<file path="src/rtl/joystick_to_tank_drive_defines.svh">
// ----------------------------------------------------------------------------
// Joystick to tank drive: assertion macros
// Shared assertion forms, clocked on clock and disabled during reset.
// ----------------------------------------------------------------------------
`ifndef JOYSTICK_TO_TANK_DRIVE_DEFINES_SVH
`define JOYSTICK_TO_TANK_DRIVE_DEFINES_SVH

// The consequent must hold in the same cycle as the antecedent.
`define JTD_ASSERT_NOW(label, ante, cons, msg) \
   label: assert property (@(posedge clock) disable iff (reset) (ante) |-> (cons)) \
      else $error(msg);

// The consequent must hold in the cycle after the antecedent.
`define JTD_ASSERT_NEXT(label, ante, cons, msg) \
   label: assert property (@(posedge clock) disable iff (reset) (ante) |=> (cons)) \
      else $error(msg);

`endif

</file>
<file path="src/rtl/jtd_pkg.sv">
// ----------------------------------------------------------------------------
// Joystick to tank drive: package
// Widths, constants and the payload record that travels along the cell chains.
// ----------------------------------------------------------------------------
package jtd_pkg;

   localparam int AXIS_FRAC_BITS = 14;
   localparam int ANGLE_STEPS    = 16;

   localparam int AXIS_W  = 16;
   localparam int DRIVE_W = 11;
   localparam int HEAD_W  = 2;
   localparam int DZ_W    = 14;
   localparam int GAIN_W  = 9;

   localparam int CSR_INDEX_W = 1;
   localparam int CSR_DATA_W  = DZ_W;

   localparam int REQ_DATA_W = ((2 * AXIS_W + 2 + 7) / 8) * 8;
   localparam int RSP_DATA_W = ((2 * DRIVE_W + HEAD_W + 7) / 8) * 8;

   localparam int SUM_W   = AXIS_W + 1;
   localparam int UMAG_W  = AXIS_W;
   localparam int RAD_W   = 2 * AXIS_FRAC_BITS + 4;
   localparam int ROOT_W  = RAD_W / 2 + ANGLE_STEPS;
   localparam int REM_W   = ROOT_W + 2;
   localparam int PROD_W  = ROOT_W + GAIN_W;
   localparam int MQUO_W  = DRIVE_W + ANGLE_STEPS + 1;
   localparam int MHIGH_W = PROD_W - MQUO_W;
   localparam int SPAN_W  = DZ_W + 1;
   localparam int NUM_W   = MQUO_W + UMAG_W;
   localparam int XQUO_W  = DRIVE_W;
   localparam int XHIGH_W = NUM_W - XQUO_W;

   localparam logic signed [AXIS_W-1:0] AXIS_ONE     = AXIS_W'(1) << AXIS_FRAC_BITS;
   localparam logic signed [AXIS_W-1:0] AXIS_NEG_ONE = -AXIS_ONE;
   localparam logic [SPAN_W-1:0]        SPAN_ONE     = SPAN_W'(1) << AXIS_FRAC_BITS;
   localparam logic [MQUO_W-1:0]        MAG_CAP      = MQUO_W'(1) << (DRIVE_W + ANGLE_STEPS);

   localparam logic [DRIVE_W-1:0] DRIVE_POS_MAX = {1'b0, {(DRIVE_W - 1){1'b1}}};
   localparam logic [DRIVE_W-1:0] DRIVE_NEG_MIN = {1'b1, {(DRIVE_W - 1){1'b0}}};

   localparam logic [DZ_W-1:0]   DZ_RESET   = DZ_W'(3277);
   localparam logic [GAIN_W-1:0] GAIN_RESET = GAIN_W'(200);

   localparam logic [CSR_INDEX_W-1:0] CSR_DEAD_ZONE  = 1'b0;
   localparam logic [CSR_INDEX_W-1:0] CSR_DRIVE_GAIN = 1'b1;

   localparam logic [HEAD_W-1:0] HEAD_NONE  = 2'd0;
   localparam logic [HEAD_W-1:0] HEAD_LEFT  = 2'd1;
   localparam logic [HEAD_W-1:0] HEAD_RIGHT = 2'd2;

   typedef struct packed {
      logic                     valid;
      logic [HEAD_W-1:0]        head;
      logic                     zero;
      logic signed [AXIS_W-1:0] ax;
      logic signed [AXIS_W-1:0] ay;
      logic                     neg_l;
      logic                     neg_r;
      logic [UMAG_W-1:0]        umag_l;
      logic [UMAG_W-1:0]        umag_r;
      logic [RAD_W-1:0]         rad_a;
      logic [RAD_W-1:0]         rad_b;
      logic [REM_W-1:0]         rem_a;
      logic [REM_W-1:0]         rem_b;
      logic [ROOT_W-1:0]        root_a;
      logic [ROOT_W-1:0]        root_b;
      logic [ROOT_W-1:0]        excess;
      logic [PROD_W-1:0]        mprod;
      logic                     msat;
      logic [SPAN_W-1:0]        mpr;
      logic [MQUO_W-1:0]        mnum;
      logic [MQUO_W-1:0]        mquo;
      logic [MQUO_W-1:0]        magq;
      logic [NUM_W-1:0]         xnum_l;
      logic [NUM_W-1:0]         xnum_r;
      logic                     xsat_l;
      logic                     xsat_r;
      logic [ROOT_W-1:0]        xpr_l;
      logic [ROOT_W-1:0]        xpr_r;
      logic [XQUO_W-1:0]        xlow_l;
      logic [XQUO_W-1:0]        xlow_r;
      logic [XQUO_W-1:0]        xquo_l;
      logic [XQUO_W-1:0]        xquo_r;
   } jtd_pipe_type;

endpackage

</file>
<file path="src/rtl/jtd_xdiv_cell.sv">
// ----------------------------------------------------------------------------
// Joystick to tank drive: mixing divider cell
// One quotient bit of each motor drive divided by the doubled radicand root.
// ----------------------------------------------------------------------------
module jtd_xdiv_cell (
   input  logic                  clock,
   input  logic                  reset,
   input  logic                  adv,
   input  jtd_pkg::jtd_pipe_type up_pipe,
   output jtd_pkg::jtd_pipe_type down_pipe
);
   import jtd_pkg::*;

   jtd_pipe_type    stage_ff;
   jtd_pipe_type    stage_in;
   logic [ROOT_W:0] part_l;
   logic [ROOT_W:0] part_r;
   logic [ROOT_W:0] den_ext;
   logic            take_l;
   logic            take_r;

   always_comb begin
      stage_in = up_pipe;
      den_ext  = {1'b0, up_pipe.root_b};
      part_l   = {up_pipe.xpr_l, up_pipe.xlow_l[XQUO_W-1]};
      part_r   = {up_pipe.xpr_r, up_pipe.xlow_r[XQUO_W-1]};
      take_l   = part_l >= den_ext;
      take_r   = part_r >= den_ext;
      stage_in.xpr_l  = take_l ? ROOT_W'(part_l - den_ext) : ROOT_W'(part_l);
      stage_in.xpr_r  = take_r ? ROOT_W'(part_r - den_ext) : ROOT_W'(part_r);
      stage_in.xlow_l = {up_pipe.xlow_l[XQUO_W-2:0], 1'b0};
      stage_in.xlow_r = {up_pipe.xlow_r[XQUO_W-2:0], 1'b0};
      stage_in.xquo_l = {up_pipe.xquo_l[XQUO_W-2:0], take_l};
      stage_in.xquo_r = {up_pipe.xquo_r[XQUO_W-2:0], take_r};
   end

   always_ff @(posedge clock) begin
      if (reset) begin
         stage_ff.valid <= 1'b0;
      end else if (adv) begin
         stage_ff <= stage_in;
      end
   end

   assign down_pipe = stage_ff;

endmodule

</file>
<file path="config.mk">
export PLATFORM = sky130hd
export DESIGN_NAME = jtd_xdiv_cell
export DESIGN_NICKNAME = d
export VERILOG_FILES = /design/src/rtl/joystick_to_tank_drive_defines.svh /design/src/rtl/jtd_pkg.sv /design/src/rtl/jtd_xdiv_cell.sv
export SDC_FILE = /design/constraint.sdc
export NUM_CORES = 1
export LEC_CHECK = 0
export ABC_AREA = 1
export BUFFER_PORTS_ARGS = -buffer_cell sky130_fd_sc_hd__buf_4
export CORE_AREA = 2 2 497 499
export CTS_BUF_LIST = sky130_fd_sc_hd__clkbuf_4 sky130_fd_sc_hd__clkbuf_8 sky130_fd_sc_hd__clkbuf_16
export DETAILED_ROUTE_END_ITERATION = 12
export DIE_AREA = 0 0 499 501
export GPL_TIMING_DRIVEN = 0
export SYNTH_ARGS = -nofsm -noshare
export SYNTH_HDL_FRONTEND = slang
export SYNTH_SLANG_ARGS = --single-unit
</file>
<file path="constraint.sdc">
create_clock -name clock -period 41.4 [get_ports clock]
set_clock_uncertainty 0.2 [all_clocks]
set_input_delay 2.07 -clock clock [delete_from_list [all_inputs] [get_ports clock]]
set_output_delay 2.07 -clock clock [all_outputs]
set_load 0.01 [all_outputs]
</file>
==> reports/summary.txt <==
Multi-input logic area: 5220 um^2
Slowest library cell on the worst path: ha_1
Worst hold margin: 0.290 ns
Hold Path Stages: 2
Number of cells upsized or downsized after cts: 0
R2R Path Start: down_pipe[636]
Worst Reg-to-Reg Cells: 2
Cell taking the most area after synthesis: edfxtp_1
Layout cells sized above 1: 43.6%
Largest net degree at the start of global routing: 43
Routed vias/inst: 3.23
Critical path depth in cells: 12
Final Hold Vio Count: 0
GPL Wtd Cong: 0.917
Die ar.: 250,000 um^2
Critical Path, Cell by Cell: buf_4, inv_1, ha_1, nand2_1, nor2_1, nand2_2, nor3_1, nand3_1, nand4_4, buf_6, nand2_1, nand2_1
Pre-CTS setup slack: 36.22 ns
HPWL Detailed: 181,000 um
Post-synth cell types: 30
GRT Util Overall: 15.6%
CTS root buf: clkbuf_16
CP max stage delay: 0.43 ns
Fmax: 233 MHz
Post-DRT Antenna Nets: 0
Commonest non-fill, non-tap cells in the layout: 1,275 x buf_4, 653 x nand2_1, 634 x edfxtp_1
Final min period: 4.28 ns
Core area: 245,000 um^2
WP buf/inv: 3
Critical path fanouts, max: 10
Most common cell after layout, fill and taps aside: buf_4
Mean Syn Cell Area: 12.7 um^2
TritonCTS Buffers: 88
Max reg flops: 635
Most used cell, CP: nand2_1
Wire length per cell: 30.0 um
Synth top area share: 74.4%
Critical Path Sink Type: register
Cell family with most CP delay: simple AND/OR/NAND/NOR gates
CTS Hold Bufs: 0
Synthesized flop and latch total: 635
Startpoint Class: input pin
Filler cells: 27,100
RSZ-0062 raised after global routing: false
Area Overhead vs Synth: 67.2%
Least-Margin Pin Slew: 0.525 ns
Status: completed
Maximum clock path buffer count: 3
Slew Limit Fails: 0
Power Density: 44.4 nW/um^2
Critical path required time: 41.69 ns
Setup bufs post-CTS: 0
Hold EP: down_pipe[636]
Finish-stage setup viols: 0
Worst Setup Slack, final: 37.12 ns
DRT iter0 DRCs: 1,751
Final core utilization: 17.5%
Grt ovf: 0
WS Path Type: input pin to register
Final Instance Area: 42,800 um^2
Final Cycle Share: 10.3%
Die width: 499 um
Synth Instances: 2,020
Max_cap viols: 0
DIE HEIGHT: 501 um
Detailed-router iteration count before antenna repair: 5
FF+latch area: 19,100 um^2
Worst-path clk slew: 0.06 ns
# IOs: 1,277
Leak: 18.4 nW
Synth area leaders: edfxtp_1 74%, nand2_1 9.6%, inv_1 4.4%, ha_1 3.1%, nand3_1 2.2%
Worst skew pair latency: 0.73 ns
Port Buffers: 1,272
CTS Sinks: 635
Setup_tns: 0 ns
Post-synthesis instance area: 25,600 um^2
Initial antenna violation count: 219
Post-DP Area: 39,600 um^2
Total Wirelength: 202,000 um
Arrival @ worst endpoint: 4.57 ns
CTS tree: built
Hold crit path type: register to register
Peak supply drop: 0.0324 mV
Setup slack, reg-to-reg: 40.59 ns
R2R Path End: down_pipe[636]
# rows: 182
Ys Warns: 0
Vias in the first global route: 21,700
H-tree depth reported by CTS: 3
Hold path start: down_pipe[636]
Via count: 21,700
Initial Util: 10.5%
Seq/Total Area, Yosys: 74.5%
Drt drc: 0
Post-layout nets: 4,111
Rel. slew slack: 64.9%
Global-route wire length before repair: 246,000 um
[cells by family (layout without fill, tap and decap cells)]
family                     count (synthesis)  count (layout)  share of synthesized area, %
AOI/OAI and AO/OA                         39              39                         0.792
xor gates and xnor gates                  28              28                         0.958
adders and majority gates                 66              66                          3.28
buffers and inverters                    325            1785                          5.20
DFF                                      635             635                          74.5
other                                      1              36                        0.0147
and+or+nand+nor                          926             926                          15.3
[synth_stat cells]
master,number
nand2_1,653
edfxtp_1,634
inv_1,303
nand3_1,110
nor2_1,77
ha_1,64
a21oi_1,36
xor2_1,26
nor3_1,21
nand2_2,17
nand3_2,14
nand4_1,9
and2_1,8
buf_6,8
nor2_2,8
buf_2,6
nand3b_1,4
buf_4,3
a21o_1,2
clkbuf_8,2
fa_1,2
inv_2,2
nand4_4,2
nor3_4,2
xnor2_1,2
buf_8,1
conb_1,1
dfxtp_1,1
nor2_4,1
o21bai_1,1
[area by class of cell]
type                            count  area share [%]
Multi-Input combinational cell   1061            12.2
Clock buffer                      101            5.37
Sequential cell                   635            44.5
Buffer                             20           0.433
Timing Repair Buffer             1294            23.3
Inverter                          305            2.68
Tap cell                         3220            9.42
Clock inverter                     65            1.82
Antenna cell                       34           0.199
[where the power goes]
part	leakage, nW	internal [mW]	switching [mW]
Sequential	5.95	0.762	0.0212
Clock	1.48	0.465	0.347
Combinational	11.0	0.125	0.181
[worst max-delay path by stage]
stage | endpoint | startpoint
final | down_pipe[92] | up_pipe[392]
after global routing | down_pipe[90] | up_pipe[398]
after CTS | down_pipe[90] | up_pipe[398]
after detailed placement | down_pipe[90] | up_pipe[398]
after global placement | down_pipe[477] | adv
after floorplan | down_pipe[0] | adv
[per-layer routing]
| layer | track usage, % | vias to the layer above | wire, um |
|---|---|---|---|
| li1 | - | 9609 | - |
| met1 | 16.2 | 10200 | 70200 |
| met2 | 28.2 | 1292 | 103000 |
| met3 | 6.89 | 507 | 21300 |
| met4 | 4.16 | 82 | 6770 |
| met5 | 0 | - | 543 |
[worst reg2reg max path, cell delays in order, from the launching register on]
cell and delay, ns:
dfxtp_1 0.35, nand2_1 0.06, a21oi_1 0.13
[stage by stage]
| step | instances | total power, mW |
|---|---|---|
| 3_3_place_gp | 6513 | 1.15 |
| 2_1_floorplan | 2021 | 0.920 |
| 3_5_place_dp | 6535 | 1.11 |
| 5_1_grt | 6711 | 1.99 |
| 6_report | 6735 | 1.90 |
| 4_1_cts | 6701 | 1.95 |
Power figures use the tool's default switching activity.
