### src/rtl/joystick_to_tank_drive_defines.svh
// ----------------------------------------------------------------------------
// Joystick to tank drive: assertion macros
// Shared assertion forms, clocked on clock and disabled during reset.
// ----------------------------------------------------------------------------
`ifndef JOYSTICK_TO_TANK_DRIVE_DEFINES_SVH
`define JOYSTICK_TO_TANK_DRIVE_DEFINES_SVH

// The consequent must hold in the same cycle as the antecedent.
`define JTD_ASSERT_NOW(label, ante, cons, msg) \
   label: assert property (@(posedge clock) disable iff (reset) (ante) |-> (cons)) \
      else $error(msg);

// The consequent must hold in the cycle after the antecedent.
`define JTD_ASSERT_NEXT(label, ante, cons, msg) \
   label: assert property (@(posedge clock) disable iff (reset) (ante) |=> (cons)) \
      else $error(msg);

`endif

### src/rtl/jtd_pkg.sv
// ----------------------------------------------------------------------------
// Joystick to tank drive: package
// Widths, constants and the payload record that travels along the cell chains.
// ----------------------------------------------------------------------------
package jtd_pkg;

   localparam int AXIS_FRAC_BITS = 14;
   localparam int ANGLE_STEPS    = 16;

   localparam int AXIS_W  = 16;
   localparam int DRIVE_W = 11;
   localparam int HEAD_W  = 2;
   localparam int DZ_W    = 14;
   localparam int GAIN_W  = 9;

   localparam int CSR_INDEX_W = 1;
   localparam int CSR_DATA_W  = DZ_W;

   localparam int REQ_DATA_W = ((2 * AXIS_W + 2 + 7) / 8) * 8;
   localparam int RSP_DATA_W = ((2 * DRIVE_W + HEAD_W + 7) / 8) * 8;

   localparam int SUM_W   = AXIS_W + 1;
   localparam int UMAG_W  = AXIS_W;
   localparam int RAD_W   = 2 * AXIS_FRAC_BITS + 4;
   localparam int ROOT_W  = RAD_W / 2 + ANGLE_STEPS;
   localparam int REM_W   = ROOT_W + 2;
   localparam int PROD_W  = ROOT_W + GAIN_W;
   localparam int MQUO_W  = DRIVE_W + ANGLE_STEPS + 1;
   localparam int MHIGH_W = PROD_W - MQUO_W;
   localparam int SPAN_W  = DZ_W + 1;
   localparam int NUM_W   = MQUO_W + UMAG_W;
   localparam int XQUO_W  = DRIVE_W;
   localparam int XHIGH_W = NUM_W - XQUO_W;

   localparam logic signed [AXIS_W-1:0] AXIS_ONE     = AXIS_W'(1) << AXIS_FRAC_BITS;
   localparam logic signed [AXIS_W-1:0] AXIS_NEG_ONE = -AXIS_ONE;
   localparam logic [SPAN_W-1:0]        SPAN_ONE     = SPAN_W'(1) << AXIS_FRAC_BITS;
   localparam logic [MQUO_W-1:0]        MAG_CAP      = MQUO_W'(1) << (DRIVE_W + ANGLE_STEPS);

   localparam logic [DRIVE_W-1:0] DRIVE_POS_MAX = {1'b0, {(DRIVE_W - 1){1'b1}}};
   localparam logic [DRIVE_W-1:0] DRIVE_NEG_MIN = {1'b1, {(DRIVE_W - 1){1'b0}}};

   localparam logic [DZ_W-1:0]   DZ_RESET   = DZ_W'(3277);
   localparam logic [GAIN_W-1:0] GAIN_RESET = GAIN_W'(200);

   localparam logic [CSR_INDEX_W-1:0] CSR_DEAD_ZONE  = 1'b0;
   localparam logic [CSR_INDEX_W-1:0] CSR_DRIVE_GAIN = 1'b1;

   localparam logic [HEAD_W-1:0] HEAD_NONE  = 2'd0;
   localparam logic [HEAD_W-1:0] HEAD_LEFT  = 2'd1;
   localparam logic [HEAD_W-1:0] HEAD_RIGHT = 2'd2;

   typedef struct packed {
      logic                     valid;
      logic [HEAD_W-1:0]        head;
      logic                     zero;
      logic signed [AXIS_W-1:0] ax;
      logic signed [AXIS_W-1:0] ay;
      logic                     neg_l;
      logic                     neg_r;
      logic [UMAG_W-1:0]        umag_l;
      logic [UMAG_W-1:0]        umag_r;
      logic [RAD_W-1:0]         rad_a;
      logic [RAD_W-1:0]         rad_b;
      logic [REM_W-1:0]         rem_a;
      logic [REM_W-1:0]         rem_b;
      logic [ROOT_W-1:0]        root_a;
      logic [ROOT_W-1:0]        root_b;
      logic [ROOT_W-1:0]        excess;
      logic [PROD_W-1:0]        mprod;
      logic                     msat;
      logic [SPAN_W-1:0]        mpr;
      logic [MQUO_W-1:0]        mnum;
      logic [MQUO_W-1:0]        mquo;
      logic [MQUO_W-1:0]        magq;
      logic [NUM_W-1:0]         xnum_l;
      logic [NUM_W-1:0]         xnum_r;
      logic                     xsat_l;
      logic                     xsat_r;
      logic [ROOT_W-1:0]        xpr_l;
      logic [ROOT_W-1:0]        xpr_r;
      logic [XQUO_W-1:0]        xlow_l;
      logic [XQUO_W-1:0]        xlow_r;
      logic [XQUO_W-1:0]        xquo_l;
      logic [XQUO_W-1:0]        xquo_r;
   } jtd_pipe_type;

endpackage

### src/rtl/jtd_mdiv_cell.sv
// ----------------------------------------------------------------------------
// Joystick to tank drive: magnitude divider cell
// One quotient bit of the scaled excess radius divided by the deadzone span.
// ----------------------------------------------------------------------------
module jtd_mdiv_cell (
   input  logic                          clock,
   input  logic                          reset,
   input  logic                          adv,
   input  logic [jtd_pkg::SPAN_W-1:0]    span,
   input  jtd_pkg::jtd_pipe_type         up_pipe,
   output jtd_pkg::jtd_pipe_type         down_pipe
);
   import jtd_pkg::*;

   jtd_pipe_type    stage_ff;
   jtd_pipe_type    stage_in;
   logic [SPAN_W:0] part;
   logic [SPAN_W:0] span_ext;
   logic            take;

   always_comb begin
      stage_in = up_pipe;
      part     = {up_pipe.mpr, up_pipe.mnum[MQUO_W-1]};
      span_ext = {1'b0, span};
      take     = part >= span_ext;
      stage_in.mpr  = take ? SPAN_W'(part - span_ext) : SPAN_W'(part);
      stage_in.mnum = {up_pipe.mnum[MQUO_W-2:0], 1'b0};
      stage_in.mquo = {up_pipe.mquo[MQUO_W-2:0], take};
   end

   always_ff @(posedge clock) begin
      if (reset) begin
         stage_ff.valid <= 1'b0;
      end else if (adv) begin
         stage_ff <= stage_in;
      end
   end

   assign down_pipe = stage_ff;

endmodule

### config.mk
export PLATFORM = sky130hd
export DESIGN_NAME = jtd_mdiv_cell
export DESIGN_NICKNAME = d
export VERILOG_FILES = /design/src/rtl/joystick_to_tank_drive_defines.svh /design/src/rtl/jtd_pkg.sv /design/src/rtl/jtd_mdiv_cell.sv
export SDC_FILE = /design/constraint.sdc
export NUM_CORES = 1
export LEC_CHECK = 0
export CAP_MARGIN = 5
export CORE_AREA = 4 4 508 510
export DETAILED_ROUTE_END_ITERATION = 6
export DIE_AREA = 0 0 512 514
export DONT_BUFFER_PORTS = 1
export PLACE_DENSITY = 0.3
export SLEW_MARGIN = 30
export SYNTH_ARGS = -nofsm -noshare
export SYNTH_HDL_FRONTEND = slang
export SYNTH_SLANG_ARGS = --single-unit
export TNS_END_PERCENT = 20
### constraint.sdc
create_clock -name clock -period 41.3 [get_ports clock]
set_input_delay 2.065 -clock clock [delete_from_list [all_inputs] [get_ports clock]]
set_output_delay 2.065 -clock clock [all_outputs]
set_load 0.02 [all_outputs]
==> flow_metrics.py <==
metrics = {
    "setup_path": {
        "path_cells": "nor2b_4, buf_12, buf_4, buf_4, buf_4",
        "worst-path-stages": 5,
        "critical-path-top-delay-family": "buffers and inverters",
        "criticalPathCategory": "in2reg",
        "timing.critical_path.slowest_stage_cell": "sky130_fd_sc_hd__buf_4",
        "crit-reg2reg-capture": "down_pipe[636]$_SDFFE_PP0P_",
        "crit_path_buffers_inverters": 4,
        "longest_individual_stage_delay_on_the_worst_path_ns": 0.78,
        "worst_ep_arrival_ns": 5.31,
        "endpoint": "down_pipe[135]$_DFFE_PP_",
        "required_ns": 41.63,
        "crit_path_frequent_cell": "sky130_fd_sc_hd__buf_4",
        "r2r-start": "down_pipe[636]$_SDFFE_PP0P_",
        "worstSetupStartpoint": "adv",
        "critPathCaptureType": "flop",
        "depth_of_the_most_critical_reg_to_reg_path": 2,
        "kind_of_start_point_of_the_critical_path": "input pin",
        "register_to_register_setup_slack_ns": 40.47,
        "worst-path-max-fanout": 140,
    },
    "clock_network": {
        "cts_resized": 0,
        "post-cts-setup-buffer-count": 0,
        "cts_tree": "yes",
        "clk-insertion-delay-late_ns": 0.71,
        "clock_buffer_count_from_cts": 86,
        "htree_num_levels": 3,
        "worst_setup_hold_path_clk_slew_ns": 0.06,
        "cts_root_buf": "sky130_fd_sc_hd__clkbuf_16",
        "clk_path_buf_depth": 3,
        "cts_sinks": 636,
        "cts_hold_buf": 0,
    },
    "sta": {
        "headroom_to_the_max_slew_limit_pct": 38.4,
        "finalSetupViolCount": 0,
        "final.period_utilization_pct": 12.1,
        "finalHoldWorstSlack_ns": 0.702,
        "maxClockFrequency_ghz": 0.201,
        "skew_final_ns": 0,
        "fin_crit_ns": 4.98,
        "final.setup.worst_slack_ns": 36.32,
        "totalNegativeSetupSlack_ns": 0,
        "report.final.hold_viol_count": 0,
        "rsz0062_at_grt": "false",
        "tightestPinTransition_ns": 0.924,
        "slew_viol_final": 0,
    },
    "final_layout": {
        "fin_nets": 1546,
        "mostFrequentLayoutCell": "sky130_fd_sc_hd__edfxtp_1",
        "final_cell_area_mm2": 0.0275,
        "multi_input_area_um2": 975,
        "ff_latch_area_mm2": 0.0191,
        "area_growth_syn_to_layout_pct": 36.6,
        "largest_reg_flops": 636,
        "final_core_utilization_pct": 10.9,
        "layout_fillers": 28300,
        "layout_common_cells": "sky130_fd_sc_hd__edfxtp_1, sky130_fd_sc_hd__clkbuf_16, sky130_fd_sc_hd__inv_1",
        "final-instance-count-excl-fill": 4402,
        "drive_above_1_share_pct": 16.4,
    },
    "drt": {
        "post_route_drc_violation_count": 0,
        "wirelength_um": 183000,
        "routedWlPerCell_um": 41.7,
        "ant_nets": 0,
        "drt_pre_antenna_iters": 5,
        "route.detailed.vias_per_inst": 2.41,
        "drt_iter0_markers": 910,
        "via_count": 10600,
    },
    "logic_synthesis": {
        "synth_seq_cells": 636,
        "ys_seq_area_share_pct": 94.6,
        "synth_cell_types": 45,
        "proportion_of_register_bits_with_asynchronous_set_or_reset_after_synthesis_pct": 0,
        "synth-main-ff-cell": "sky130_fd_sc_hd__edfxtp_1",
        "post_synth_instance_area_mm2": 0.0202,
        "synth_cells": 780,
        "ys.warnings.count": 0,
        "synth.avg_cell_area_um2": 25.9,
        "synth_fp_nets": 1451,
        "synth-edff-count": 635,
    },
    "floorplanning": {
        "design.die.area_mm2": 0.263,
        "core_mm2": 0.253,
        "die_h_um": 514,
        "dieWidth_um": 512,
        "start_util_pct": 7.96,
        "standard_cell_row_count": 185,
        "io-pin-count": 1292,
    },
    "global_routing": {
        "grt_pass1_vias": 9592,
        "number_of_antenna_violations_at_the_first_check_in_global_routing": 379,
        "grt.overflow.total": 0,
        "groute.usage.overall_pct": 13.4,
        "grt_max_degree": 141,
        "grt_first_pass_wirelength_um": 207000,
    },
    "power_and_ir_drop": {
        "power-per-cell-area_mw_per_mm2": 61.0,
        "vdd_drop_max_uv": 33.5,
        "power_mw": 1.68,
        "leakage_nw": 7.91,
    },
    "placed_design": {
        "dp_hpwl_um": 163000,
        "placedCellCount": 4152,
        "place_worst_setup_slack_ns": 35.06,
        "placedInstanceArea_mm2": 0.0244,
        "port_buffers": 0,
        "finalWeightedCongestion": 0.882,
    },
    "job": {
        "cap_violations": 0,
    },
    "hold_path": {
        "hp-class": "reg2reg",
    },
    "run_status": {
        "result_of_the_run": "finished clean",
    },
}
[cells by family (layout without fill, tap and decap cells)]
kind of cell / count (synthesis) / in the layout / synth area share, %
DFF: 636 / 636 / 94.6
AOI/OAI and AO/OA: 39 / 39 / 1.38
and+or+nand+nor: 38 / 38 / 1.11
buffers and inverters: 25 / 192 / 0.565
adders and majority gates: 16 / 16 / 1.03
muxes: 16 / 16 / 0.862
xor gates and xnor gates: 9 / 9 / 0.391
other: 1 / 90 / 0.0186
[area by class of cell]
class	instances	share of cell area (%)
Antenna cell	89	0.809
Timing Repair Buffer	11	0.432
Clock inverter	67	2.37
Tap cell	3366	15.3
Sequential cell	636	69.3
Inverter	21	0.286
Multi-Input combinational cell	119	3.54
Clock buffer	93	7.99
[cell usage after synthesis (3+ instances only)]
cell type | n | share of area (%)
sky130_fd_sc_hd__nor2_1 | 4 | 0.074
sky130_fd_sc_hd__nand3_1 | 4 | 0.099
sky130_fd_sc_hd__a21oi_1 | 11 | 0.27
sky130_fd_sc_hd__ha_1 | 15 | 0.93
sky130_fd_sc_hd__xnor2_1 | 5 | 0.22
sky130_fd_sc_hd__edfxtp_1 | 635 | 95
sky130_fd_sc_hd__nor3_1 | 3 | 0.074
sky130_fd_sc_hd__and3_1 | 4 | 0.12
sky130_fd_sc_hd__mux2_1 | 9 | 0.50
sky130_fd_sc_hd__xor2_1 | 4 | 0.17
sky130_fd_sc_hd__nand2_1 | 7 | 0.13
sky130_fd_sc_hd__o211ai_1 | 3 | 0.11
sky130_fd_sc_hd__mux2i_1 | 5 | 0.25
sky130_fd_sc_hd__inv_1 | 21 | 0.39
sky130_fd_sc_hd__a21o_1 | 7 | 0.26
sky130_fd_sc_hd__nor2b_1 | 5 | 0.16
[worst min path at each step]
| stage | start | endpoint | depth (start not counted) |
|---|---|---|---|
| floorplan | down_pipe[636]$_SDFFE_PP0P_ | down_pipe[636]$_SDFFE_PP0P_ | 2 |
| global placement | down_pipe[636]$_SDFFE_PP0P_ | down_pipe[636]$_SDFFE_PP0P_ | 2 |
| detailed placement | down_pipe[636]$_SDFFE_PP0P_ | down_pipe[636]$_SDFFE_PP0P_ | 2 |
| CTS | down_pipe[636]$_SDFFE_PP0P_ | down_pipe[636]$_SDFFE_PP0P_ | 2 |
| global route | down_pipe[636]$_SDFFE_PP0P_ | down_pipe[636]$_SDFFE_PP0P_ | 2 |
| finish | down_pipe[636]$_SDFFE_PP0P_ | down_pipe[636]$_SDFFE_PP0P_ | 2 |
[tightest hold or removal path, stage by stage (launching register included)]
cell and delay (ns):
sky130_fd_sc_hd__dfxtp_1 0.43, sky130_fd_sc_hd__mux2i_1 0.18, sky130_fd_sc_hd__nor2_1 0.05
[layer usage]
metal  wire (um)  share of wire, %  global-route usage [%]  up-vias
met5        2070               1.1                       0        -
li1            -                 -                       -     3505
met1       55700                30                    11.6     4768
met2       77800                42                    20.2     1372
met3       43000                23                    15.4      638
met4        4930               2.7                    2.95      308
[power by group]
group          switching, mW  internal [mW]
combinational         0.0247        0.00878
sequential             0.108          0.766
clock                  0.337          0.435
No activity file was read; power rests on OpenSTA's default activity.
