--- src/rtl/joystick_to_tank_drive_defines.svh ---
// ----------------------------------------------------------------------------
// Joystick to tank drive: assertion macros
// Shared assertion forms, clocked on clock and disabled during reset.
// ----------------------------------------------------------------------------
`ifndef JOYSTICK_TO_TANK_DRIVE_DEFINES_SVH
`define JOYSTICK_TO_TANK_DRIVE_DEFINES_SVH

// The consequent must hold in the same cycle as the antecedent.
`define JTD_ASSERT_NOW(label, ante, cons, msg) \
   label: assert property (@(posedge clock) disable iff (reset) (ante) |-> (cons)) \
      else $error(msg);

// The consequent must hold in the cycle after the antecedent.
`define JTD_ASSERT_NEXT(label, ante, cons, msg) \
   label: assert property (@(posedge clock) disable iff (reset) (ante) |=> (cons)) \
      else $error(msg);

`endif

--- src/rtl/jtd_pkg.sv ---
// ----------------------------------------------------------------------------
// Joystick to tank drive: package
// Widths, constants and the payload record that travels along the cell chains.
// ----------------------------------------------------------------------------
package jtd_pkg;

   localparam int AXIS_FRAC_BITS = 14;
   localparam int ANGLE_STEPS    = 16;

   localparam int AXIS_W  = 16;
   localparam int DRIVE_W = 11;
   localparam int HEAD_W  = 2;
   localparam int DZ_W    = 14;
   localparam int GAIN_W  = 9;

   localparam int CSR_INDEX_W = 1;
   localparam int CSR_DATA_W  = DZ_W;

   localparam int REQ_DATA_W = ((2 * AXIS_W + 2 + 7) / 8) * 8;
   localparam int RSP_DATA_W = ((2 * DRIVE_W + HEAD_W + 7) / 8) * 8;

   localparam int SUM_W   = AXIS_W + 1;
   localparam int UMAG_W  = AXIS_W;
   localparam int RAD_W   = 2 * AXIS_FRAC_BITS + 4;
   localparam int ROOT_W  = RAD_W / 2 + ANGLE_STEPS;
   localparam int REM_W   = ROOT_W + 2;
   localparam int PROD_W  = ROOT_W + GAIN_W;
   localparam int MQUO_W  = DRIVE_W + ANGLE_STEPS + 1;
   localparam int MHIGH_W = PROD_W - MQUO_W;
   localparam int SPAN_W  = DZ_W + 1;
   localparam int NUM_W   = MQUO_W + UMAG_W;
   localparam int XQUO_W  = DRIVE_W;
   localparam int XHIGH_W = NUM_W - XQUO_W;

   localparam logic signed [AXIS_W-1:0] AXIS_ONE     = AXIS_W'(1) << AXIS_FRAC_BITS;
   localparam logic signed [AXIS_W-1:0] AXIS_NEG_ONE = -AXIS_ONE;
   localparam logic [SPAN_W-1:0]        SPAN_ONE     = SPAN_W'(1) << AXIS_FRAC_BITS;
   localparam logic [MQUO_W-1:0]        MAG_CAP      = MQUO_W'(1) << (DRIVE_W + ANGLE_STEPS);

   localparam logic [DRIVE_W-1:0] DRIVE_POS_MAX = {1'b0, {(DRIVE_W - 1){1'b1}}};
   localparam logic [DRIVE_W-1:0] DRIVE_NEG_MIN = {1'b1, {(DRIVE_W - 1){1'b0}}};

   localparam logic [DZ_W-1:0]   DZ_RESET   = DZ_W'(3277);
   localparam logic [GAIN_W-1:0] GAIN_RESET = GAIN_W'(200);

   localparam logic [CSR_INDEX_W-1:0] CSR_DEAD_ZONE  = 1'b0;
   localparam logic [CSR_INDEX_W-1:0] CSR_DRIVE_GAIN = 1'b1;

   localparam logic [HEAD_W-1:0] HEAD_NONE  = 2'd0;
   localparam logic [HEAD_W-1:0] HEAD_LEFT  = 2'd1;
   localparam logic [HEAD_W-1:0] HEAD_RIGHT = 2'd2;

   typedef struct packed {
      logic                     valid;
      logic [HEAD_W-1:0]        head;
      logic                     zero;
      logic signed [AXIS_W-1:0] ax;
      logic signed [AXIS_W-1:0] ay;
      logic                     neg_l;
      logic                     neg_r;
      logic [UMAG_W-1:0]        umag_l;
      logic [UMAG_W-1:0]        umag_r;
      logic [RAD_W-1:0]         rad_a;
      logic [RAD_W-1:0]         rad_b;
      logic [REM_W-1:0]         rem_a;
      logic [REM_W-1:0]         rem_b;
      logic [ROOT_W-1:0]        root_a;
      logic [ROOT_W-1:0]        root_b;
      logic [ROOT_W-1:0]        excess;
      logic [PROD_W-1:0]        mprod;
      logic                     msat;
      logic [SPAN_W-1:0]        mpr;
      logic [MQUO_W-1:0]        mnum;
      logic [MQUO_W-1:0]        mquo;
      logic [MQUO_W-1:0]        magq;
      logic [NUM_W-1:0]         xnum_l;
      logic [NUM_W-1:0]         xnum_r;
      logic                     xsat_l;
      logic                     xsat_r;
      logic [ROOT_W-1:0]        xpr_l;
      logic [ROOT_W-1:0]        xpr_r;
      logic [XQUO_W-1:0]        xlow_l;
      logic [XQUO_W-1:0]        xlow_r;
      logic [XQUO_W-1:0]        xquo_l;
      logic [XQUO_W-1:0]        xquo_r;
   } jtd_pipe_type;

endpackage

--- src/rtl/jtd_root_cell.sv ---
// ----------------------------------------------------------------------------
// Joystick to tank drive: square root cell
// One digit of the two stick radius roots, the plain and the doubled radicand.
// ----------------------------------------------------------------------------
module jtd_root_cell (
   input  logic                  clock,
   input  logic                  reset,
   input  logic                  adv,
   input  jtd_pkg::jtd_pipe_type up_pipe,
   output jtd_pkg::jtd_pipe_type down_pipe
);
   import jtd_pkg::*;

   jtd_pipe_type     stage_ff;
   jtd_pipe_type     stage_in;
   logic [REM_W+1:0] part_a;
   logic [REM_W+1:0] part_b;
   logic [REM_W+1:0] trial_a;
   logic [REM_W+1:0] trial_b;
   logic             take_a;
   logic             take_b;

   always_comb begin
      stage_in = up_pipe;
      part_a   = {up_pipe.rem_a, up_pipe.rad_a[RAD_W-1 -: 2]};
      part_b   = {up_pipe.rem_b, up_pipe.rad_b[RAD_W-1 -: 2]};
      trial_a  = {2'b00, up_pipe.root_a, 2'b01};
      trial_b  = {2'b00, up_pipe.root_b, 2'b01};
      take_a   = part_a >= trial_a;
      take_b   = part_b >= trial_b;
      stage_in.rem_a  = take_a ? REM_W'(part_a - trial_a) : REM_W'(part_a);
      stage_in.rem_b  = take_b ? REM_W'(part_b - trial_b) : REM_W'(part_b);
      stage_in.root_a = {up_pipe.root_a[ROOT_W-2:0], take_a};
      stage_in.root_b = {up_pipe.root_b[ROOT_W-2:0], take_b};
      stage_in.rad_a  = {up_pipe.rad_a[RAD_W-3:0], 2'b00};
      stage_in.rad_b  = {up_pipe.rad_b[RAD_W-3:0], 2'b00};
   end

   always_ff @(posedge clock) begin
      if (reset) begin
         stage_ff.valid <= 1'b0;
      end else if (adv) begin
         stage_ff <= stage_in;
      end
   end

   assign down_pipe = stage_ff;

endmodule

--- config.mk ---
export PLATFORM = sky130hd
export DESIGN_NAME = jtd_root_cell
export DESIGN_NICKNAME = d
export VERILOG_FILES = /design/src/rtl/joystick_to_tank_drive_defines.svh /design/src/rtl/jtd_pkg.sv /design/src/rtl/jtd_root_cell.sv
export SDC_FILE = /design/constraint.sdc
export NUM_CORES = 1
export LEC_CHECK = 0
export BUFFER_PORTS_ARGS = -buffer_cell sky130_fd_sc_hd__buf_2
export CAP_MARGIN = 25
export CORE_AREA = 2 2 499 501
export CTS_CLUSTER_SIZE = 16
export DETAILED_ROUTE_END_ITERATION = 8
export DIE_AREA = 0 0 501 503
export PLACE_DENSITY = 0.3
export SKIP_LAST_GASP = 1
export SYNTH_ARGS = -nofsm -noshare
export SYNTH_HDL_FRONTEND = slang
export SYNTH_SLANG_ARGS = --single-unit
--- constraint.sdc ---
create_clock -name clock -period 46.1 [get_ports clock]
set_clock_uncertainty 0.05 [all_clocks]
set_input_delay 4.61 -clock clock [delete_from_list [all_inputs] [get_ports clock]]
set_output_delay 4.61 -clock clock [all_outputs]
set_load 0.005 [all_outputs]
==> out/results.ini, run 1 <==
[run_status]
status=completed

[sta]
max_slew.worst_pin.slew_ns=0.994
clock.fmax_mhz=132
fin_setup_tns_ns=0
report.final.slew_viol_count=0
min_period_over_period_pct=16.5
rsz0062_at_grt=false
setup_viol=0
post-route-min-period_ns=7.59
slew_headroom_pct=33.7
holdWs_ns=0.455
hold_violations=0

[synthesis]
yosysMostFrequentCell=edfxtp_1
ys_seq_area_share_pct=79.9
avgSynthCellArea_sq_um=18.0
synth_common_cells=edfxtp_1, inv_1, a21oi_1, ha_1, nor2_1
synth_flop_cell=edfxtp_1
synth-edff-count=632
synth_async_sr_flop_share_pct=0
synth_top_area_cell=edfxtp_1
yosysWarnings=0
synth_area_leaders=edfxtp_1, ha_1, a21oi_1, mux2_4, xnor2_1
ys_ff_latch=633
syn_inst=1325
synth_top_area_share_pct=79.8
yosysUniqueCellTypes=68
netlist_area_sq_um=23800

[drt]
vias_per_cell=3.06
ant_nets=0
routed-via-count=18430
drtPass1Iterations=4
route.detailed.drc=0
drt-initial-drc-count=1127
detail_route.wl_per_cell_um=26.3
wl_mm=158

[clock_network]
cts.sinks=633
clockBufferDepth=3
cts_buffers=90
cts_tree=yes
post_cts_buffers=0
clkSlewWorstSetupHoldPaths_ns=0.07
cts_root_buf=clkbuf_16
clk_latency_ns=0.72
htreeDepth=3
cts_resized=0
hold_buffers=0

[power]
leakage_nw=14.8
ir_worst_vdd_uv=27.0
swShare_pct=26.5
power_frac_comb_pct=12.0
clockPowerShare_pct=43.8
seqPwrFrac_pct=44.3
powerDensity_nw_per_um2=42.8
power.total_mw=1.59
power.internal_mw=1.17
netSwitchingPower_uw=421

[global_routing]
grt_start_max_net_pins=77
grt-ovfl-total=0
grt_pass1_wl_mm=197
grt_pass1_vias=18801
grt_antenna_before_repair=226
gr-usage-all-layers_pct=12.0

[worst_hold_path]
hold_start=down_pipe[636]
hold_depth=2
hold_class=flop to flop
whs_endpoint=down_pipe[636]

[floorplan]
fp.dieW_um=501
rows=183
start_util_pct=9.63
ios=1277
die_h_um=503
design.core.area_sq_um=247000
fp.dieArea_sq_um=252000

[finish]
syn_to_final_growth_pct=56.3
drive_above_1_share_pct=53.1
largest_reg_flops=633
fin_nets=3384

[setup_path]
rr_worst_depth=2
crit_family=buffers and inverters
cp_common_cell=buf_4
r2r_start=down_pipe[636]
cpPeakStageDelay_ns=0.86
crit_path_end_kind=flop
worstPathCellList=buf_2, nor2b_4, buf_4, buf_4, buf_4, buf_4
timing.rr.end=down_pipe[636]
cp_data_arrival_time_ns=7.86
startpoint_type=input pin
path_buf_inv=5
required_ns=46.37
worst-setup-path-type=input pin to flop
r2r_slack_ns=45.46
crit_path_top_delay_cell=buf_4
crit_fanout=76

[run]
drv_cap=0

[placed_design]
place_congestion=0.822
portBuffers=1272
dp_hpwl_mm=137

[worst reg2reg max path, stage by stage, from the launching register on]
cell and delay, ns:
dfxtp_1 0.31, mux2i_1 0.12, nor2_1 0.05
[power by group through the flow]
stage	combinational, mW	sequential [mW]	clock [mW]
after global placement	0.198	0.717	0
final	0.190	0.704	0.696
after floorplan	0.0685	0.737	0
after detailed placement	0.198	0.716	0
after global routing	0.211	0.708	0.749
after CTS	0.198	0.705	0.734
[metrics by stage]
| stage | setup WS (ns) | area, sq um | cells | util (%) |
|---|---|---|---|---|
| 2_1_floorplan | 11.83 | 23800 | 1328 | - |
| 3_3_place_gp | 37.56 | 34200 | 5821 | 13.8 |
| 3_5_place_dp | 37.56 | 34200 | 5821 | 13.8 |
| 4_1_cts | 38.39 | 37100 | 5984 | 15.0 |
| 5_1_grt | 38.18 | 37100 | 5993 | 15.0 |
| 6_report | 38.51 | 37200 | 6028 | 15.0 |
[per-layer routing]
| layer | wire, um | vias to the layer above | GRT usage (%) |
|---|---|---|---|
| li1 | - | 7860 | - |
| met1 | 54900 | 8800 | 12.4 |
| met2 | 83300 | 1252 | 22.5 |
| met3 | 15300 | 452 | 4.91 |
| met4 | 4420 | 66 | 2.95 |
| met5 | 412 | - | 0 |
[area by class of cell]
class                   count  area (sq um)
inverters                  91           342
clock inverters            56           582
multi-input cells         574          4310
fillers                 27581        210000
well taps                3237          4050
repair buffers           1286          6470
clock buffers             107          2320
diodes                     44           110
flip-flops and latches    633         19000
[kinds of logic (layout without fill, tap and decap cells)]
| logic type | count (synthesis) | in the layout | share of synthesized area (%) |
|---|---|---|---|
| compound gates | 232 | 232 | 6.34 |
| xor+xnor | 62 | 62 | 2.28 |
| fa+ha+maj | 68 | 68 | 3.58 |
| buf+inv | 121 | 1540 | 2.13 |
| flops | 633 | 633 | 79.9 |
| mux | 44 | 44 | 2.49 |
| other cells | 1 | 48 | 0.0158 |
| simple gates | 164 | 164 | 3.29 |
[worst max path at each step]
| stage | from | end | slack, ns | cells after the start |
|---|---|---|---|---|
| floorplan | reset | down_pipe[0] | 11.83 | 1 |
| global placement | adv | down_pipe[162] | 37.56 | 6 |
| detailed placement | adv | down_pipe[162] | 37.56 | 6 |
| CTS | adv | down_pipe[283] | 38.39 | 6 |
| global route | adv | down_pipe[263] | 38.18 | 6 |
| finish | adv | down_pipe[575] | 38.51 | 6 |
[placed cells by master, fill, tap and decap left out, types with 6 or more instances in the layout]
master	instances
a21o_1	37
a21oi_1	89
a31oi_1	11
buf_2	1272
buf_4	14
bufinv_16	8
clkbuf_1	17
clkbuf_16	90
clkinv_1	19
clkinv_2	10
clkinvlp_4	6
diode_2	44
edfxtp_1	632
ha_1	68
inv_1	91
mux2_1	9
mux2_4	27
nand2_1	40
nand2b_1	7
nand3_1	10
nand4_1	16
nor2_1	61
o21a_1	6
o21ai_0	29
o21ai_1	9
o21bai_1	10
xnor2_1	44
xor2_1	18
(Power assumes the default switching activity.)
==> run 2: changes to the inputs <==
==> constraint.sdc (replaced) <==
create_clock -name clock -period 7.01 [get_ports clock]
set_clock_uncertainty 0.05 [all_clocks]
set_input_delay 0.701 -clock clock [delete_from_list [all_inputs] [get_ports clock]]
set_output_delay 0.701 -clock clock [all_outputs]
set_load 0.005 [all_outputs]
==> out/results.ini, run 2 (synthesis gave the netlist of run 1 again) <==
[power]
powerDensity_nw_per_um2=269  ; +530%
seqPwrFrac_pct=43.1  ; -1.2 points
power.internal_mw=7.85  ; +570%
swShare_pct=27.0  ; +0.55 points
clockPowerShare_pct=44.0  ; +0.2 points
leakage_nw=16.0  ; +8.2%
power.total_mw=10.8  ; +580%
netSwitchingPower_mw=2.91  ; +590%
power_frac_comb_pct=13.0  ; +1.0 points
ir_worst_vdd_uv=183  ; +580%

[setup_path]
startpoint_type=input pin
required_ns=7.41  ; -38.96 ns
worstPathCellList=dlygate4sd3_1, buf_2, inv_1, ha_1, o21ai_1, a21oi_1, o311ai_2, o211ai_2, a31oi_1, o21a_1, o31ai_4, o21ai_4, buf_4, mux2_1
worst-setup-path-type=input pin to flop
crit_fanout=26  ; -66%
crit_path_top_delay_cell=buf_4
cpPeakStageDelay_ns=0.54  ; -0.32 ns
crit_path_end_kind=flop
cp_data_arrival_time_ns=4.44  ; -3.42 ns

[finish]
syn_to_final_growth_pct=68.3
largest_reg_flops=633  ; unchanged
stdcell_count=6285  ; +4.3%
multi_input_area_sq_um=4310  ; unchanged
n_fill_cell=27510  ; -0.26%
mostFrequentLayoutCell=buf_2
fin_nets=3658  ; +8.1%
final_util_pct=16.2  ; +1.2 points
drive_above_1_share_pct=48.2  ; -4.9 points
area.sequential_sq_um=19000  ; unchanged
final_cell_mix=buf_2, edfxtp_1, dlygate4sd3_1

[worst_hold_path]
hold_class=input pin to flop

[sta]
min_period_over_period_pct=57.7
post-route-min-period_ns=4.04
hold_violations=0  ; unchanged
setup_ws_ns=2.97  ; -35.54 ns
slew_headroom_pct=28.8  ; -4.9 points
rsz0062_at_grt=false
clock.fmax_mhz=247
max_slew.worst_pin.slew_ns=1.07  ; +0.0730 ns
report.final.slew_viol_count=0  ; unchanged
setup_viol=0  ; unchanged

[drt]
dr_wl_met3_mm=16.4  ; +7.5%
met1_length_mm=54.2  ; -1.3%
ant_nets=0  ; unchanged
detail_route.wl_per_cell_um=25.3  ; -3.8%
vias_per_cell=3.04  ; -0.59%
wl_mm=159  ; +0.29%
drtPass1Iterations=5  ; +1
route.detailed.drc=0  ; unchanged
wl_met2_mm=83.2  ; -0.19%
top_layer_used=met5
drt-initial-drc-count=964  ; -14%
routed-via-count=19103  ; +3.7%

[floorplan]
fp.dieW_um=501  ; unchanged
die_h_um=503  ; unchanged
rows=183  ; unchanged
design.core.area_sq_um=247000  ; unchanged
fp.dieArea_sq_um=252000  ; unchanged
start_util_pct=9.63  ; unchanged
ios=1277  ; unchanged

[placed_design]
place_congestion=0.795  ; -3.2%
post-place-cells=5819  ; -0.034%
portBuffers=1272  ; unchanged
pre_cts_slack_ns=2.43  ; -35.13 ns
dp_hpwl_mm=136  ; -1.0%

[run]
drv_cap=0  ; unchanged

[global_routing]
grt-ovfl-total=0  ; unchanged
grt_antenna_before_repair=201  ; -11%
grt_pass1_wl_mm=198  ; +0.57%
grt_start_max_net_pins=141  ; +83%
grt_pass1_vias=19744  ; +5.0%
gr-usage-all-layers_pct=12.1  ; +0.028 points

[clock_network]
cts_tree=yes
cts.sinks=633  ; unchanged
clkSlewWorstSetupHoldPaths_ns=0.06  ; about the same
post_cts_buffers=0  ; unchanged
htreeDepth=3  ; unchanged
cts_resized=0  ; unchanged
cts_buffers=92  ; +2.2%
clk_latency_ns=0.74  ; +0.02 ns
clockBufferDepth=3  ; unchanged
hold_buffers=273  ; +273
cts_root_buf=clkbuf_16

[run_status]
status=completed

[run 2: changes by cell type in the layout (fill, tap and decap cells not counted), moves of 2 or more]
| cell | before | now |
|---|---|---|
| clkbuf_16 | 90 | 92 |
| diode_2 | 44 | 25 |
| dlygate4sd3_1 | 0 | 273 |
| inv_6 | 5 | 3 |
| buf_4 | 14 | 7 |
| clkinv_4 | 4 | 2 |
| buf_12 | 0 | 5 |
| clkinv_1 | 19 | 24 |
| clkinvlp_4 | 6 | 4 |
| clkinv_16 | 2 | 4 |
[run 2: final timing paths]
check        depth (start not counted)  slack, ns             end      startpoint
min reg2reg                          2       0.49  down_pipe[636]  down_pipe[636]
min                                  1       0.11  down_pipe[221]    up_pipe[221]
max reg2reg                          2       6.36  down_pipe[636]  down_pipe[636]
max                                 14       2.97  down_pipe[474]    up_pipe[405]
[run 2: final cells by class]
class | count | area share [%]
Tap cell | 3237 | 10.1
Antenna cell | 25 | 0.156
Clock inverter | 58 | 1.55
Multi-Input combinational cell | 574 | 10.8
Inverter | 91 | 0.853
Clock buffer | 109 | 5.91
Timing Repair Buffer | 1558 | 23.2
Sequential cell | 633 | 47.5
[run 2: critical path, delay by kind of cell]
family / cells / cell delay [ns]
fa+ha+maj: 1 / 0.32
mux: 1 / 0.38
buf+inv: 4 / 1.21
compound gates: 8 / 1.76
[run 2: metal layers]
metal,track usage [%],vias up
met3,5.63,452
met1,12.0,8992
met2,22.7,1202
met4,2.42,74
met5,0,-
li1,-,8383
[run 2: power groups by stage]
stage          combinational (mW)  sequential (mW)  clock, mW
6_report                     1.39             4.63       4.73
4_1_cts                      1.46             4.64       4.98
5_1_grt                      1.55             4.66       5.08
3_3_place_gp                 1.30             4.72          0
2_1_floorplan               0.450             4.73          0
3_5_place_dp                 1.30             4.71          0
[run 2: stage by stage]
step                      hold slack [ns]  setup TNS [ns]  instance area (sq um)
after floorplan                     0.435        -2278.90                  23800
after global placement              0.446               0                  34200
after detailed placement            0.472               0                  34200
after CTS                       0.0000772               0                  39900
after global routing               0.0134               0                  40000
final                               0.107               0                  40000
==> run 3: changes to the inputs <==
--- a/config.mk
+++ b/config.mk
@@ -7,10 +7,10 @@
 export LEC_CHECK = 0
 export BUFFER_PORTS_ARGS = -buffer_cell sky130_fd_sc_hd__buf_2
 export CAP_MARGIN = 25
-export CORE_AREA = 2 2 499 501
+export CORE_AREA = 2 2 493 495
 export CTS_CLUSTER_SIZE = 16
 export DETAILED_ROUTE_END_ITERATION = 8
-export DIE_AREA = 0 0 501 503
+export DIE_AREA = 0 0 495 497
 export PLACE_DENSITY = 0.3
 export SKIP_LAST_GASP = 1
 export SYNTH_ARGS = -nofsm -noshare
==> constraint.sdc (replaced) <==
create_clock -name clock -period 3.7 [get_ports clock]
set_clock_uncertainty 0.05 [all_clocks]
set_input_delay 0.37 -clock clock [delete_from_list [all_inputs] [get_ports clock]]
set_output_delay 0.37 -clock clock [all_outputs]
set_load 0.005 [all_outputs]
==> out/results.ini, run 3 (synthesis gave the netlist of run 1 again) <==
[drt]
vias_per_cell=3.03  ; -0.31%
wl_mm=150  ; -5.4%
route.detailed.drc=0  ; unchanged
ant_nets=0  ; unchanged
detail_route.wl_per_cell_um=22.7  ; -10%
routed-via-count=20052  ; +5.0%
drtPass1Iterations=5  ; unchanged
drt-initial-drc-count=852  ; -12%

[placed_design]
post-place-cells=5806  ; -0.22%
dp_hpwl_mm=126  ; -7.2%
place_congestion=0.786  ; -1.1%
pre_cts_slack_ns=-0.111  ; -2.54 ns
portBuffers=1272  ; unchanged
placed_area_sq_um=34600  ; +0.99%

[sta]
holdWs_ns=0.259  ; +0.152 ns
setup_viol=0  ; unchanged
min_period_over_period_pct=97.2
max_slew.worst_pin.slew_ns=0.638  ; -0.429 ns
slew_headroom_pct=57.3  ; +28 points
rsz0062_at_grt=false
report.final.slew_viol_count=0  ; unchanged
post-route-min-period_ns=3.60
clock.fmax_mhz=278
hold_violations=0  ; unchanged
setup_ws_ns=0.103  ; -2.86 ns
fin_setup_tns_ns=0  ; unchanged

[finish]
fin_nets=4054  ; +11%
mostFrequentLayoutCell=buf_2
final_cell_mix=buf_2, edfxtp_1, dlygate4sd3_1
final_cell_area_sq_um=43900  ; +9.8%
drive_above_1_share_pct=44.1  ; -4.2 points
final_util_pct=18.3  ; +2.1 points
stdcell_count=6618  ; +5.3%
largest_reg_flops=633  ; unchanged
syn_to_final_growth_pct=84.8

[setup_path]
worst-setup-path-type=input pin to flop
crit_fanout=14  ; -46%
cp_data_arrival_time_ns=4.01  ; -0.43 ns
startpoint_type=input pin
required_ns=4.11  ; -3.30 ns
crit_path_end_kind=flop

[power]
ir_worst_vdd_uv=321  ; +75%
powerDensity_nw_per_um2=475  ; +77%
power.total_mw=20.9  ; +94%
leakage_nw=17.7  ; +11%

[clock_network]
htreeDepth=3  ; unchanged
cts_buffers=91  ; -1.1%
clk_latency_ns=0.71  ; -0.03 ns
cts_tree=yes
post_cts_buffers=0  ; unchanged
clockBufferDepth=3  ; unchanged
cts_root_buf=clkbuf_16
cts.sinks=633  ; unchanged
clkSlewWorstSetupHoldPaths_ns=0.06  ; about the same

[global_routing]
grt_pass1_wl_mm=195  ; -1.7%
grt-ovfl-total=0  ; unchanged
grt_start_max_net_pins=90  ; -36%
grt_pass1_vias=21997  ; +11%
gr-usage-all-layers_pct=11.8  ; -0.30 points
grt_antenna_before_repair=126  ; -37%

[floorplan]
rows=180  ; -1.6%
fp.dieArea_sq_um=246000  ; -2.4%
die_h_um=497  ; -1.2%
start_util_pct=9.91  ; +0.28 points
ios=1277  ; unchanged
fp.dieW_um=495  ; -1.2%
design.core.area_sq_um=240000  ; -2.8%

[worst_hold_path]
hold_class=input pin to flop

[run_status]
status=completed

[run]
drv_cap=0  ; unchanged

==> run 3: changes by cell type in the layout (fill, tap and decap cells not counted), sizes merged, moves of 4 or more <==
cell	change
dlygate4sd3	+359
buf	+38
clkbuf	-9
diode	-9
clkinvlp	+5
clkinv	-4
==> run 3: worst paths after layout <==
path               endpoint  cells past startpoint  slack (ns)           start
max          down_pipe[441]                     13        0.10    up_pipe[374]
min          down_pipe[510]                      3        0.26             adv
max reg2reg  down_pipe[636]                      3        2.51  down_pipe[636]
min reg2reg  down_pipe[636]                      3        1.01  down_pipe[636]
==> run 3: worst max-delay path: stages <==
cell and delay, ns:
dlygate4sd3_1 0.54, buf_2 0.14, inv_1 0.05, ha_1 0.47, nand4_1 0.41, nor2_1 0.63
nand3_1 0.15, buf_4 0.19, nand4b_1 0.09, a31oi_1 0.13, o21ai_4 0.28, buf_12 0.19
mux2_2 0.35
==> run 3: area by class of cell <==
class	instances	area (sq um)
timing repair buffer	1955	13300
sequential	633	19000
multi-input combinational	574	4310
inverter	91	342
tap	3185	3990
fill	26524	196000
antenna	16	40.0
clock inverter	64	689
clock buffer	100	2330
==> run 3: routing by layer <==
layer  wire length (um)  global-route usage, %  share of wire [%]  vias to the layer above
li1                   -                      -                  -                     9150
met1              50900                   11.3                 34                     9409
met2              78300                   22.2                 52                     1102
met3              15400                   5.30                 10                      347
met4               5440                   3.45                3.6                       44
met5                288                      0               0.19                        -
==> run 3: what timing repair did <==
item                      CTS  global route
hold buffers              632             0
gates resized for setup     0             0
hold endpoints to repair  631             0
==> run 3: where the power goes <==
group          leakage (nW)  internal (mW)  switching (mW)
logic                  10.3           1.49            1.62
clock network          1.45           5.33            3.75
registers              5.94           8.52           0.163
total                  17.7           15.3            5.53
